## src/cra_pkg.sv

```systemverilog
// Contiguous ring allocator: shared types, constants and the size clamp.
// No dependencies; every other file of the block uses this package.
`timescale 1ns / 1ps

package cra_pkg;

  // Ring capacity limit and field widths
  localparam int MAX_BYTES    = 65536;
  localparam int RING_CAP_INT = (MAX_BYTES < 65536) ? MAX_BYTES : 65536;
  localparam int SIZE_W       = 17;
  localparam int OFF_W        = 16;
  localparam int ADDR_W       = 3;
  localparam int DATA_W       = 32;

  localparam logic [SIZE_W-1:0] RING_CAP = SIZE_W'(RING_CAP_INT);
  localparam logic [SIZE_W-1:0] MIN_SIZE = SIZE_W'(2);

  // Request codes
  localparam logic FUNC_ALLOC   = 1'b0;
  localparam logic FUNC_RELEASE = 1'b1;

  // Register index, taken from paddr[2]
  localparam logic REG_BUFFER_SIZE = 1'b0;

  // Controller to datapath commands
  typedef struct packed {
    logic load;    // capture the request beat
    logic commit;  // update offsets and load the result register
  } cra_cmd_t;

  // Clamp a written ring size into [2, capacity]
  function automatic logic [SIZE_W-1:0] clamp_size(input logic [SIZE_W-1:0] v);
    logic [SIZE_W-1:0] s;
    s = v;
    if (s < MIN_SIZE) s = MIN_SIZE;
    if (s > RING_CAP) s = RING_CAP;
    return s;
  endfunction

endpackage

```

## src/cra_if.sv

```systemverilog
// Valid/ready channel interfaces for request and response beats.
// Depends on cra_pkg for field widths.
`timescale 1ns / 1ps

interface cra_req_if;
  logic                      valid;
  logic                      ready;
  logic                      func;
  logic [cra_pkg::SIZE_W-1:0] size;

  modport source (output valid, output func, output size, input ready);
  modport sink   (input valid, input func, input size, output ready);
endinterface

interface cra_rsp_if;
  logic                      valid;
  logic                      ready;
  logic                      granted;
  logic [cra_pkg::OFF_W-1:0]  offset;
  logic [cra_pkg::SIZE_W-1:0] granted_size;

  modport source (output valid, output granted, output offset, output granted_size,
                  input ready);
  modport sink   (input valid, input granted, input offset, input granted_size,
                  output ready);
endinterface

```

## src/cra_ctrl.sv

```systemverilog
// Controller: accepts a request beat, schedules the commit, owns the result valid.
// Depends on cra_pkg.
`timescale 1ns / 1ps

module cra_ctrl (
  input  logic              clk,
  input  logic              rst,
  input  logic              req_valid,
  output logic              req_ready,
  output logic              rsp_valid,
  input  logic              rsp_ready,
  output cra_pkg::cra_cmd_t cmd
);

  typedef enum logic {
    S_IDLE,
    S_CALC
  } state_t;

  state_t state;
  logic   out_valid;

  // Handshake and commands
  assign req_ready  = (state == S_IDLE) && !rst;
  assign cmd.load   = req_valid && req_ready;
  // result slot is free or being emptied this cycle
  assign cmd.commit = (state == S_CALC) && (!out_valid || rsp_ready);
  assign rsp_valid  = out_valid;

  // State and result valid
  always_ff @(posedge clk) begin
    if (rst) begin
      state     <= S_IDLE;
      out_valid <= 1'b0;
    end else begin
      case (state)
        S_IDLE: begin
          if (cmd.load) state <= S_CALC;
        end
        S_CALC: begin
          if (cmd.commit) state <= S_IDLE;
        end
        default: state <= S_IDLE;
      endcase
      if (cmd.commit) begin
        out_valid <= 1'b1;
      end else if (rsp_ready) begin
        out_valid <= 1'b0;
      end
    end
  end

endmodule

```

## src/cra_dpath.sv

```systemverilog
// Datapath: ring size register, write/read offsets, allocate/release arithmetic
// and the result register. Depends on cra_pkg.
`timescale 1ns / 1ps

module cra_dpath (
  input  logic                       clk,
  input  logic                       rst,
  input  cra_pkg::cra_cmd_t          cmd,
  input  logic                       in_func,
  input  logic [cra_pkg::SIZE_W-1:0] in_size,
  input  logic                       cfg_we,
  input  logic [cra_pkg::SIZE_W-1:0] cfg_wdata,
  output logic [cra_pkg::SIZE_W-1:0] cfg_rdata,
  output logic                       granted,
  output logic [cra_pkg::OFF_W-1:0]  offset,
  output logic [cra_pkg::SIZE_W-1:0] granted_size
);

  localparam int SW = cra_pkg::SIZE_W;
  localparam int OW = cra_pkg::OFF_W;

  // Captured request
  logic          func;
  logic [SW-1:0] size;

  // Ring state; offsets always sit below the ring size
  logic [SW-1:0] buffer_size;
  logic [OW-1:0] wr_off;
  logic [OW-1:0] rd_off;

  logic [SW-1:0] w, r;
  logic [SW-1:0] tail, head_room, gap;
  logic          alloc_ok;
  logic [SW-1:0] alloc_start;
  logic [SW-1:0] alloc_end;
  logic [SW:0]   rel_sum;
  logic [SW-1:0] rel_start;
  logic [SW:0]   rel_end;

  logic          res_ok;
  logic [SW-1:0] res_start;
  logic [SW-1:0] res_got;

  assign w = {1'b0, wr_off};
  assign r = {1'b0, rd_off};

  // Allocation: tail first, then wrap to offset 0; one byte kept before read
  always_comb begin
    tail        = buffer_size - w - {{(SW-1){1'b0}}, (r == '0)};
    head_room   = r - SW'(1);
    gap         = r - w - SW'(1);
    alloc_ok    = 1'b0;
    alloc_start = '0;
    if (size != '0) begin
      if (w >= r) begin
        if (size <= tail) begin
          alloc_ok    = 1'b1;
          alloc_start = w;
        end else if ((r != '0) && (size <= head_room)) begin
          alloc_ok    = 1'b1;
          alloc_start = '0;
        end
      end else if (size <= gap) begin
        alloc_ok    = 1'b1;
        alloc_start = w;
      end
    end
    alloc_end = alloc_start + size;
  end

  // Release: wrap to 0 when the block would run past the end
  always_comb begin
    rel_sum   = {1'b0, r} + {1'b0, size};
    rel_start = (rel_sum > {1'b0, buffer_size}) ? '0 : r;
    rel_end   = {1'b0, rel_start} + {1'b0, size};
  end

  // Result selection
  always_comb begin
    if (func == cra_pkg::FUNC_RELEASE) begin
      res_ok    = 1'b1;
      res_start = rel_start;
      res_got   = '0;
    end else begin
      res_ok    = alloc_ok;
      res_start = alloc_start;
      res_got   = alloc_ok ? size : '0;
    end
  end

  // Request capture and result register
  always_ff @(posedge clk) begin
    if (cmd.load) begin
      func <= in_func;
      size <= in_size;
    end
    if (cmd.commit) begin
      granted      <= res_ok;
      offset       <= res_start[OW-1:0];
      granted_size <= res_got;
    end
  end

  // Ring size and offsets
  always_ff @(posedge clk) begin
    if (rst) begin
      buffer_size <= cra_pkg::RING_CAP;
      wr_off      <= '0;
      rd_off      <= '0;
    end else if (cfg_we) begin
      buffer_size <= cra_pkg::clamp_size(cfg_wdata);
      wr_off      <= '0;
      rd_off      <= '0;
    end else if (cmd.commit) begin
      if (func == cra_pkg::FUNC_RELEASE) begin
        rd_off <= (rel_end >= {1'b0, buffer_size}) ? '0 : rel_end[OW-1:0];
      end else if (alloc_ok) begin
        wr_off <= (alloc_end >= buffer_size) ? '0 : alloc_end[OW-1:0];
      end
    end
  end

  assign cfg_rdata = buffer_size;

endmodule

```

## src/contiguous_ring_allocator_top.sv

```systemverilog
// Contiguous ring allocator, top level. An accepted request is captured first;
// the commit then loads its result into the result register, waiting while a
// stalled response still holds the last result. A new request is taken only after
// the last one commits, but a waiting result does not block accepting the next one.
// Reset (rst, synchronous, active high): ring size 65536, both offsets 0, no result.
// Depends on cra_pkg, cra_if, cra_ctrl, cra_dpath.
`timescale 1ns / 1ps

module contiguous_ring_allocator_top (
  input  logic                       clk,
  input  logic                       rst,
  cra_req_if.sink                    req,
  cra_rsp_if.source                  rsp,
  input  logic                       psel,
  input  logic                       penable,
  input  logic                       pwrite,
  input  logic [cra_pkg::ADDR_W-1:0] paddr,
  input  logic [cra_pkg::DATA_W-1:0] pwdata,
  output logic [cra_pkg::DATA_W-1:0] prdata,
  output logic                       pready
);

  cra_pkg::cra_cmd_t           cmd;
  logic                        cfg_we;
  logic                        reg_hit;
  logic [cra_pkg::SIZE_W-1:0]  cfg_rdata;

  // APB register decode
  assign pready  = 1'b1;
  assign reg_hit = (paddr[2] == cra_pkg::REG_BUFFER_SIZE);
  assign cfg_we  = psel && penable && pwrite && reg_hit;
  assign prdata  = reg_hit ? {{(cra_pkg::DATA_W-cra_pkg::SIZE_W){1'b0}}, cfg_rdata}
                           : '0;

  cra_ctrl u_ctrl (
    .clk       (clk),
    .rst       (rst),
    .req_valid (req.valid),
    .req_ready (req.ready),
    .rsp_valid (rsp.valid),
    .rsp_ready (rsp.ready),
    .cmd       (cmd)
  );

  cra_dpath u_dpath (
    .clk          (clk),
    .rst          (rst),
    .cmd          (cmd),
    .in_func      (req.func),
    .in_size      (req.size),
    .cfg_we       (cfg_we),
    .cfg_wdata    (pwdata[cra_pkg::SIZE_W-1:0]),
    .cfg_rdata    (cfg_rdata),
    .granted      (rsp.granted),
    .offset       (rsp.offset),
    .granted_size (rsp.granted_size)
  );

endmodule

```

## src/flat_wrapper.sv

```systemverilog
// flat-port wrapper written by rule: the top's interface ports become plain ports
module contiguous_ring_allocator_top_flat 
  (clk, rst, psel, penable, pwrite, paddr, pwdata, prdata, pready, req_valid, req_func, req_size, req_ready, rsp_valid, rsp_granted, rsp_offset, rsp_granted_size, rsp_ready);
  cra_req_if req_i ();
  cra_rsp_if rsp_i ();
  input  logic clk;
  input  logic rst;
  input  logic psel;
  input  logic penable;
  input  logic pwrite;
  input  logic [cra_pkg::ADDR_W-1:0] paddr;
  input  logic [cra_pkg::DATA_W-1:0] pwdata;
  output logic [cra_pkg::DATA_W-1:0] prdata;
  output logic pready;
  input wire logic [$bits(req_i.valid)-1:0] req_valid;
  input wire logic [$bits(req_i.func)-1:0] req_func;
  input wire logic [$bits(req_i.size)-1:0] req_size;
  output wire logic [$bits(req_i.ready)-1:0] req_ready;
  output wire logic [$bits(rsp_i.valid)-1:0] rsp_valid;
  output wire logic [$bits(rsp_i.granted)-1:0] rsp_granted;
  output wire logic [$bits(rsp_i.offset)-1:0] rsp_offset;
  output wire logic [$bits(rsp_i.granted_size)-1:0] rsp_granted_size;
  input wire logic [$bits(rsp_i.ready)-1:0] rsp_ready;
  assign req_i.valid = req_valid;
  assign req_i.func = req_func;
  assign req_i.size = req_size;
  assign req_ready = req_i.ready;
  assign rsp_valid = rsp_i.valid;
  assign rsp_granted = rsp_i.granted;
  assign rsp_offset = rsp_i.offset;
  assign rsp_granted_size = rsp_i.granted_size;
  assign rsp_i.ready = rsp_ready;
  contiguous_ring_allocator_top u_core (.clk(clk), .rst(rst), .req(req_i), .rsp(rsp_i), .psel(psel), .penable(penable), .pwrite(pwrite), .paddr(paddr), .pwdata(pwdata), .prdata(prdata), .pready(pready));
endmodule
```

## config.mk

```make
export PLATFORM = sky130hd
export DESIGN_NAME = contiguous_ring_allocator_top_flat
export DESIGN_NICKNAME = d
export VERILOG_FILES = /design/src/cra_pkg.sv /design/src/cra_if.sv /design/src/cra_ctrl.sv /design/src/cra_dpath.sv /design/src/contiguous_ring_allocator_top.sv /design/src/flat_wrapper.sv
export SDC_FILE = /design/constraint.sdc
export NUM_CORES = 1
export LEC_CHECK = 0
export ABC_AREA = 1
export BUFFER_PORTS_ARGS = -buffer_cell sky130_fd_sc_hd__buf_2
export CORE_ASPECT_RATIO = 1.1
export CORE_MARGIN = 1.5
export CORE_UTILIZATION = 35
export CTS_BUF_LIST = sky130_fd_sc_hd__clkbuf_8
export CTS_CLUSTER_SIZE = 25
export DETAILED_ROUTE_END_ITERATION = 10
export GPL_ROUTABILITY_DRIVEN = 0
export PLACE_DENSITY_LB_ADDON = 0.15
export SYNTH_ARGS = -nofsm -noshare
export SYNTH_HDL_FRONTEND = slang
export SYNTH_HIERARCHICAL = 1
export SYNTH_SLANG_ARGS = --single-unit
```

## constraint.sdc

```tcl
create_clock -name clk -period 9.95 [get_ports clk]
set_input_delay 0 -clock clk [delete_from_list [all_inputs] [get_ports clk]]
set_output_delay 0 -clock clk [all_outputs]
set_load 0.01 [all_outputs]
```

==> results of run 1 <==
-- cells in the final DEF (no fill, tap or decap), types with 51 or more instances in the layout --
cell | Yosys | layout
nand2_1 | 316 | 316
inv_1 | 274 | 274
ha_1 | 213 | 213
nor2_1 | 168 | 166
a21oi_1 | 143 | 143
buf_2 | 10 | 95
nand4_1 | 76 | 76
nand3_1 | 65 | 65
xor2_1 | 64 | 64
edfxtp_1 | 52 | 52
dfxtp_1 | 51 | 51
-- cells by family (layout without fill, tap and decap cells) --
logic type | Yosys count | in the layout | synth area share, %
xor+xnor | 81 | 81 | 6.01
flops | 103 | 103 | 21.9
simple gates | 673 | 673 | 25.1
buf+inv | 319 | 472 | 11.0
other cells | 2 | 16 | 0.0636
fa+ha+maj | 219 | 219 | 23.6
compound gates | 260 | 260 | 12.3
-- layout make-up --
type / count / area [um^2]
fill: 3577 / 19700
multi-input combinational: 1249 / 8010
sequential: 103 / 2580
timing repair buffer: 180 / 1240
inverter: 276 / 1040
tap: 432 / 541
clock buffer: 9 / 124
clock inverter: 7 / 60.1
-- worst max path at each step --
stage | start | endpoint | slack (ns)
finish | u_core/u_dpath/rd_off[0] | u_core/u_dpath/wr_off[14] | 0.73
global placement | u_core/u_dpath/rd_off[0] | u_core/u_dpath/wr_off[0] | 0.55
floorplan | u_core/u_dpath/rd_off[1] | u_core/u_dpath/wr_off[12] | 1.91
CTS | u_core/u_dpath/rd_off[0] | u_core/u_dpath/wr_off[2] | 0.25
detailed placement | u_core/u_dpath/rd_off[0] | u_core/u_dpath/wr_off[2] | 0.30
global route | u_core/u_dpath/rd_off[0] | u_core/u_dpath/wr_off[12] | 0.05
-- power by group --
part           switching, mW  internal (mW)  total [mW]
combinational           1.03          0.591        1.62
clock                  0.181         0.0961       0.277
sequential            0.0292          0.495       0.524
total                   1.24           1.18        2.42
-- what timing repair did --
item / in CTS / in global routing
endpoints found under the hold margin: 37 / 0
setup endpoints to repair: 0 / 16
hold buffers: 45 / 0
resized for setup: 0 / 5
buffers inserted: 0 / 1
-- per-layer routing --
layer  part of all wire [%]  track usage (%)  vias to the layer above
met5                      0                0                        -
met4                    6.0             13.9                        0
met3                    4.0             2.15                       98
met2                     48             42.5                      304
met1                     42             30.5                     5418
li1                       -                -                     5810
-- worst reg2reg max path: cells and delay by family (launching register included) --
family / cells / cell delay, ns
AND/OR/NAND/NOR: 28 / 4.15
adder cells (fa/ha/maj): 8 / 2.60
AO/OA/AOI/OAI: 6 / 1.12
buffers and inverters: 5 / 0.56
flip-flops: 1 / 0.35
XOR/XNOR: 2 / 0.32
-- state kept, by name (all words and copies together), names as in the netlist, 16 cells and up --
signal / count
u_core/u_dpath/offset: 16
u_core/u_dpath/cfg_rdata: 17
u_core/u_dpath/size: 17
u_core/u_dpath/wr_off: 16
u_core/u_dpath/granted_size: 17
u_core/u_dpath/rd_off: 16
-- through the flow --
step | setup slack, ns | hold slack (ns)
3_3_place_gp | 0.554 | 0.178
2_1_floorplan | 1.91 | 0.0381
5_1_grt | 0.0493 | 0.185
4_1_cts | 0.251 | 0.156
6_report | 0.734 | 0.168
3_5_place_dp | 0.299 | 0.179
==> impl_metrics.tcl, run 1 <==
set metrics [dict create \
    outcome "finished clean" \
    cpLargestDelayFamily "simple AND/OR/NAND/NOR gates" \
    synth_seq_cells 103 \
    grt_pass1_wl_mm 64.3 \
    cp_slowest_cell "fa_1" \
    cts-root-buf "clkbuf_8" \
    route.detailed.drc 0 \
    worstMarginPinSlew_ns 1.27 \
    max_cap_violations 0 \
    synth_top_flop_cell "edfxtp_1" \
    netlist_top_cells_area "ha_1 23%, edfxtp_1 13%, nand2_1 10%" \
    hpwl_mm 34.2 \
    synth_edf_count 52 \
    wirelength_mm 42.6 \
    finalPower_mw 2.42 \
    die_w_um 178 \
    powerDensity_nw_per_um2 178 \
    numCtsBuffers 9 \
    r2r_slack_ns 0.73 \
    num_rows 70 \
    setup_viol 0 \
    die-height_um 196 \
    port-buffer-count 95 \
    ys_async_sr_fraction_pct 0 \
    cpMostUsedCell "nand3_1" \
    rsz0062_at_grt "no" \
    die-area_um2 34900 \
    routedWlPerCell_um 18.9 \
    areaGrowthSynthToFinish_pct 15.0 \
    hold_violations 0 \
    dr.pass1.iters 5 \
    placed_cell_area_um2 12900 \
    cp.arrival_ns 9.53 \
    grt_pass1_vias 11212 \
    cp_slowest_stage_delay_ns 0.50 \
    coreArea_um2 33300 \
    start_util_pct 35.5 \
    syn_area_um2 11800 \
    grt_max_degree 50 \
    fin_setup_tns_ns 0 \
    gr-total-overflow 0 \
    layout.nets 2098 \
    hp-start "rst" \
    crit_required_ns 10.26 \
    fin_crit_ns 9.22 \
    syn_inst 1657 \
    cp-start-kind "flop" \
    clk_pin_slew_ns 0.12 \
    postSynthAreaPerCell_um2 7.13 \
    synth_warnings 6 \
    drive_above_1_share_pct 9.48 \
    synth_top_area_share_pct 22.6 \
    ios 129 \
    peakVddDrop_v 0.000111 \
    reg2reg_depth 49 \
    cp_num_buf_inv 5 \
    fmax_ghz 0.109 \
    ant_nets 0 \
    p_leak_nw 7.25 \
    cts_buffer_depth 2 \
    synth_cell_types 53 \
    drv_slew 0 \
    diodes 0 \
    fin_util_pct 40.8 \
    fin_worst_skew_ns 0.0127 \
    slew_headroom_pct 15.3 \
    clock_sinks 103 \
    antenna_found_initial 0 \
    hold_path_class "input port to flop" \
    avgViaCountPerCell 5.16 \
    whs_path_depth 5 \
    worst-path-stages 49 \
    clkLatencyLatePin_ns 0.41 \
    final_area_um2 13600 \
    htreeDepth 3 \
    grt_usage_pct 24.8 \
    holdPathEnd "u_core/u_dpath/wr_off[0]" \
    dp.cells 2194 \
    crit_path_max_fanout 14 \
    end_kind "flop" \
    yosysMostFrequentCell "nand2_1" \
    dr_total_vias 11630 \
    reg2reg_to "u_core/u_dpath/wr_off[14]" \
    ys_top_cells_by_count "316 x nand2_1, 274 x inv_1, 213 x ha_1" \
    final_cells 2256 \
    r2r-start "u_core/u_dpath/rd_off[0]" \
    tritoncts "yes" \
    criticalPathCategory "flop to flop" \
    finalCritPeriodShare_pct 92.6 \
    ys_seq_area_share_pct 21.9 \
    synth_top_area_cell "ha_1" \
    drtIter0Drc 674 \
]
No activity file was read; power rests on OpenSTA's default activity.
==> inputs of run 2 (changes only) <==
Settings changed: PLACE_DENSITY_LB_ADDON 0.15 to not set.
==> run 2 against run 1 <==
Utilization shrank 0.41 points. Largest power group unchanged. Non-clock buffer count shrank 23. First-iteration DRC count rose by 23%.
==> impl_metrics.tcl, run 2 (same netlist as run 1, synthesis figures left out) <==
set metrics [dict create \
    drv_slew 0 \
    top_usage_layer "met2" \
    peakVddDrop_v 0.000115 \
    clock_sinks 103 \
    cp_slowest_stage_delay_ns 0.59 \
    port-buffer-count 95 \
    final_common_cell "nand2_1" \
    start_util_pct 35.5 \
    dr.pass1.iters 5 \
    fin_worst_skew_ns 0.0241 \
    avgViaCountPerCell 5.22 \
    numCtsBuffers 9 \
    cp_num_buf_inv 5 \
    max_cap_violations 0 \
    cts-root-buf "clkbuf_8" \
    startpoint "u_core/u_dpath/rd_off[0]" \
    route.detailed.drc 0 \
    ios 129 \
    die-height_um 196 \
    hpwl_mm 32.5 \
    wirelength_mm 41.5 \
    ff_latch_area_um2 2580 \
    r2r-start "u_core/u_dpath/rd_off[0]" \
    coreArea_um2 33300 \
    layout_common_cells "316 x nand2_1, 274 x inv_1, 213 x ha_1" \
    grtUsageMet1_pct 28.5 \
    holdWs_ns 0.148 \
    end_kind "flop" \
    multiInputGateArea_um2 8020 \
    grt_usage_pct 23.7 \
    grt_pass1_wl_mm 61.8 \
    outcome "finished clean" \
    die_w_um 178 \
    met3_usage_pct 2.95 \
    routedWlPerCell_um 18.6 \
    grt_pass1_vias 11070 \
    htreeDepth 3 \
    gr-total-overflow 0 \
    die-area_um2 34900 \
    whs_path_depth 5 \
    fillers 3500 \
    setup_viol 0 \
    r2r_slack_ns 0.78 \
    rsz0062_at_grt "no" \
    powerDensity_nw_per_um2 181 \
    grt_max_degree 50 \
    worstMarginPinSlew_ns 1.04 \
    hp-start "rst" \
    clkLatencyLatePin_ns 0.43 \
    cts_buffer_depth 2 \
    holdPathEnd "u_core/u_dpath/wr_off[0]" \
    slew_headroom_pct 30.3 \
    cp-start-kind "flop" \
    areaGrowthSynthToFinish_pct 13.9 \
    reg2reg_to "u_core/u_dpath/wr_off[12]" \
    gr-usage-met2_pct 40.7 \
    ant_nets 0 \
    dr_total_vias 11659 \
    num_rows 70 \
    cpLargestDelayFamily "simple AND/OR/NAND/NOR gates" \
    reg2reg_depth 53 \
    hold_violations 0 \
    criticalPathCategory "flop to flop" \
    cp_slowest_cell "fa_1" \
    antenna_found_initial 0 \
    clk_pin_slew_ns 0.10 \
    cp.arrival_ns 9.50 \
    fmax_ghz 0.109 \
    cpMostUsedCell "nand2_1" \
    tritoncts "yes" \
    fin_crit_ns 9.17 \
    layout.nets 2075 \
    drtIter0Drc 826 \
    crit_path_max_fanout 16 \
    finalCritPeriodShare_pct 92.2 \
    p_leak_nw 7.15 \
    hold_path_class "input port to flop" \
    diodes 0 \
    drive_above_1_share_pct 8.44 \
    crit_required_ns 10.27 \
    fin_setup_tns_ns 0 \
]
## run 2: changes by cell type in the layout (fill, tap and decap cells not counted), moves of 2 or more
cell / previous run / this run
inv_6: 2 / 0
clkbuf_8: 9 / 11
inv_8: 2 / 0
buf_4: 39 / 16
## run 2: metrics by stage
step           std cells  util [%]  power (mW)  setup slack (ns)  area (um^2)
3_5_place_dp        2171      38.3        2.09             0.386        12700
4_1_cts             2232      40.3        2.40             0.328        13400
3_3_place_gp        2171      38.3        2.06             0.535        12700
6_report            2233      40.4        2.43             0.775        13500
2_1_floorplan       1671         -        1.71              1.91        11900
5_1_grt             2233      40.4        2.66            0.0172        13500
## run 2: timing repair
item | CTS | global route
hold endpoints to repair | 37 | 0
endpoints found under the setup margin | 0 | 16
buffers inserted | 0 | 1
gates resized for setup | 0 | 7
hold buffers | 45 | 0
## run 2: report_power, final
| group | internal (mW) | switching, mW |
|---|---|---|
| logic | 0.584 | 1.02 |
| registers | 0.495 | 0.0392 |
| clock network | 0.130 | 0.165 |
## run 2: cell type report
class	instances	share of cell area, %
repair buffers	157	7.92
multi-input cells	1249	59.6
inverters	276	7.70
well taps	432	4.02
clock inverters	5	0.419
flip-flops and latches	103	19.2
clock buffers	11	1.13
## run 2: how the worst max path moves through the flow
stage,end,slack [ns],depth (start not counted)
final,u_core/u_dpath/wr_off[12],0.78,53
after global routing,u_core/u_dpath/wr_off[1],0.02,55
after global placement,u_core/u_dpath/wr_off[10],0.54,56
after CTS,u_core/u_dpath/wr_off[10],0.33,56
after detailed placement,u_core/u_dpath/wr_off[10],0.39,56
after floorplan,u_core/u_dpath/wr_off[12],1.91,52
## run 2: layer usage
metal / routed length [um] / vias up
li1: - / 5776
met1: 17000 / 5335
met2: 19500 / 430
met3: 2420 / 118
met4: 2490 / 0
met5: 0 / -
## run 2: worst reg2reg max path: cells and delay by family, from the launching register on
kind	cells	cell delay (ns)
AO/OA/AOI/OAI	7	1.10
XOR/XNOR	2	0.28
buffers and inverters	5	0.60
adder cells (fa/ha/maj)	8	2.66
flip-flops	1	0.40
AND/OR/NAND/NOR	31	4.07
==> inputs of run 3 (changes only) <==
Clock period 9.95 ns to 8.9 ns, I/O delays scaled along.
==> run 3 against run 2 <==
Register-to-register slack lost 0.37 ns. Die area is the same. Global-route usage grew 0.54 points. Power grew 28%.
==> impl_metrics.tcl, run 3 (same netlist as run 1, synthesis figures left out) <==
set metrics [dict create \
    start_util_pct 35.5 \
    cpMostUsedCell "nand2_1" \
    gr-total-overflow 0 \
    top_usage_layer "met2" \
    crit_required_ns 9.20 \
    clkLatencyLatePin_ns 0.40 \
    htreeDepth 3 \
    dr.pass1.iters 6 \
    die_w_um 178 \
    fin_setup_tns_ns 0 \
    ff_latch_area_um2 2580 \
    fmax_ghz 0.118 \
    max_cap_violations 0 \
    die-height_um 196 \
    die-area_um2 34900 \
    hold_path_class "input port to flop" \
    ios 129 \
    numCtsBuffers 9 \
    met3_usage_pct 2.75 \
    outcome "finished clean" \
    drv_slew 0 \
    crit_path_max_fanout 7 \
    slew_headroom_pct 18.4 \
    final_common_cell "nand2_1" \
    ant_nets 0 \
    drive_above_1_share_pct 15.0 \
    grt_max_degree 50 \
    cp_slowest_stage_delay_ns 0.50 \
    gr-usage-met2_pct 41.3 \
    finalPower_mw 3.12 \
    grt_usage_pct 24.3 \
    end_kind "flop" \
    layout_common_cells "313 x nand2_1, 272 x inv_1, 211 x ha_1" \
    fillers 3400 \
    multiInputGateArea_um2 8190 \
    antenna_found_initial 0 \
    cts-root-buf "clkbuf_8" \
    grtUsageMet1_pct 30.2 \
    peakVddDrop_v 0.000134 \
    num_rows 70 \
    grt_pass1_vias 11502 \
    fin_util_pct 43.3 \
    hold_violations 0 \
    coreArea_um2 33300 \
    avgViaCountPerCell 5.20 \
    clk_pin_slew_ns 0.11 \
    clock_sinks 103 \
    fin_worst_skew_ns 0.0128 \
    cp_slowest_cell "fa_1" \
    finalCritPeriodShare_pct 95.4 \
    worstMarginPinSlew_ns 1.22 \
    port-buffer-count 95 \
    p_leak_nw 7.69 \
    cts_buffer_depth 2 \
    areaGrowthSynthToFinish_pct 21.9 \
    cp.arrival_ns 8.80 \
    diodes 0 \
    routedWlPerCell_um 18.2 \
    route.detailed.drc 0 \
    r2r_slack_ns 0.41 \
    wirelength_mm 42.5 \
    hpwl_mm 33.5 \
    criticalPathCategory "flop to flop" \
    dr_total_vias 12142 \
    layout.nets 2178 \
    grt_pass1_wl_mm 63.6 \
    drtIter0Drc 892 \
    setup_viol 0 \
    tritoncts "yes" \
    cp-start-kind "flop" \
    fin_crit_ns 8.49 \
    powerDensity_nw_per_um2 217 \
]
-- run 3: power breakdown --
part / internal, mW / leakage, nW / switching, mW / total (mW)
clock: 0.136 / 0.105 / 0.191 / 0.327
sequential: 0.554 / 0.905 / 0.0331 / 0.587
combinational: 0.916 / 6.68 / 1.29 / 2.21
-- run 3: what timing repair did --
item | CTS | global route
buffers inserted | 0 | 8
gates cloned | 0 | 1
hold endpoints to repair | 37 | 0
hold buffers | 44 | 0
pin swaps | 0 | 19
setup endpoints to repair | 16 | 16
gates resized for setup | 2 | 48
-- run 3: path summary, 6_finish.rpt --
path,startpoint,to,cells after the start
worst min register to register,u_core/u_dpath/cfg_rdata[3],u_core/u_dpath/cfg_rdata[3],2
worst max register to register,u_core/u_dpath/rd_off[0],u_core/u_dpath/wr_off[7],58
worst min-delay path,rst,u_core/u_dpath/cfg_rdata[14],4
worst max-delay path,u_core/u_dpath/rd_off[0],u_core/u_dpath/wr_off[7],58
-- run 3: per-layer routing --
metal	routed length, um	vias up
met5	0	-
met4	2150	0
met3	2660	121
met2	20000	454
met1	17700	5591
li1	-	5976
-- run 3: final cells by class --
cell class / instances / area share, %
Clock buffer: 9 / 0.860
Clock inverter: 7 / 0.634
Inverter: 276 / 7.19
Multi-Input combinational cell: 1250 / 56.8
Sequential cell: 103 / 17.9
Tap cell: 432 / 3.75
Timing Repair Buffer: 259 / 12.8
-- run 3: metrics by stage --
step	area [um^2]	hold slack, ns	std cells	setup slack (ns)
2_1_floorplan	11900	0.0381	1671	0.856
3_3_place_gp	13500	0.179	2267	0.133
3_5_place_dp	13500	0.179	2267	-0.0893
4_1_cts	14100	0.0293	2327	0.0913
5_1_grt	14400	0.0614	2336	-0.119
6_report	14400	0.0669	2336	0.407
-- run 3: worst max-delay path: cells and delay by family, from the launching register on --
family / cells / cell delay [ns]
simple gates: 32 / 3.59
fa+ha+maj: 7 / 2.08
compound gates: 8 / 1.09
buf+inv: 9 / 0.97
xor+xnor: 2 / 0.34
flops: 1 / 0.33
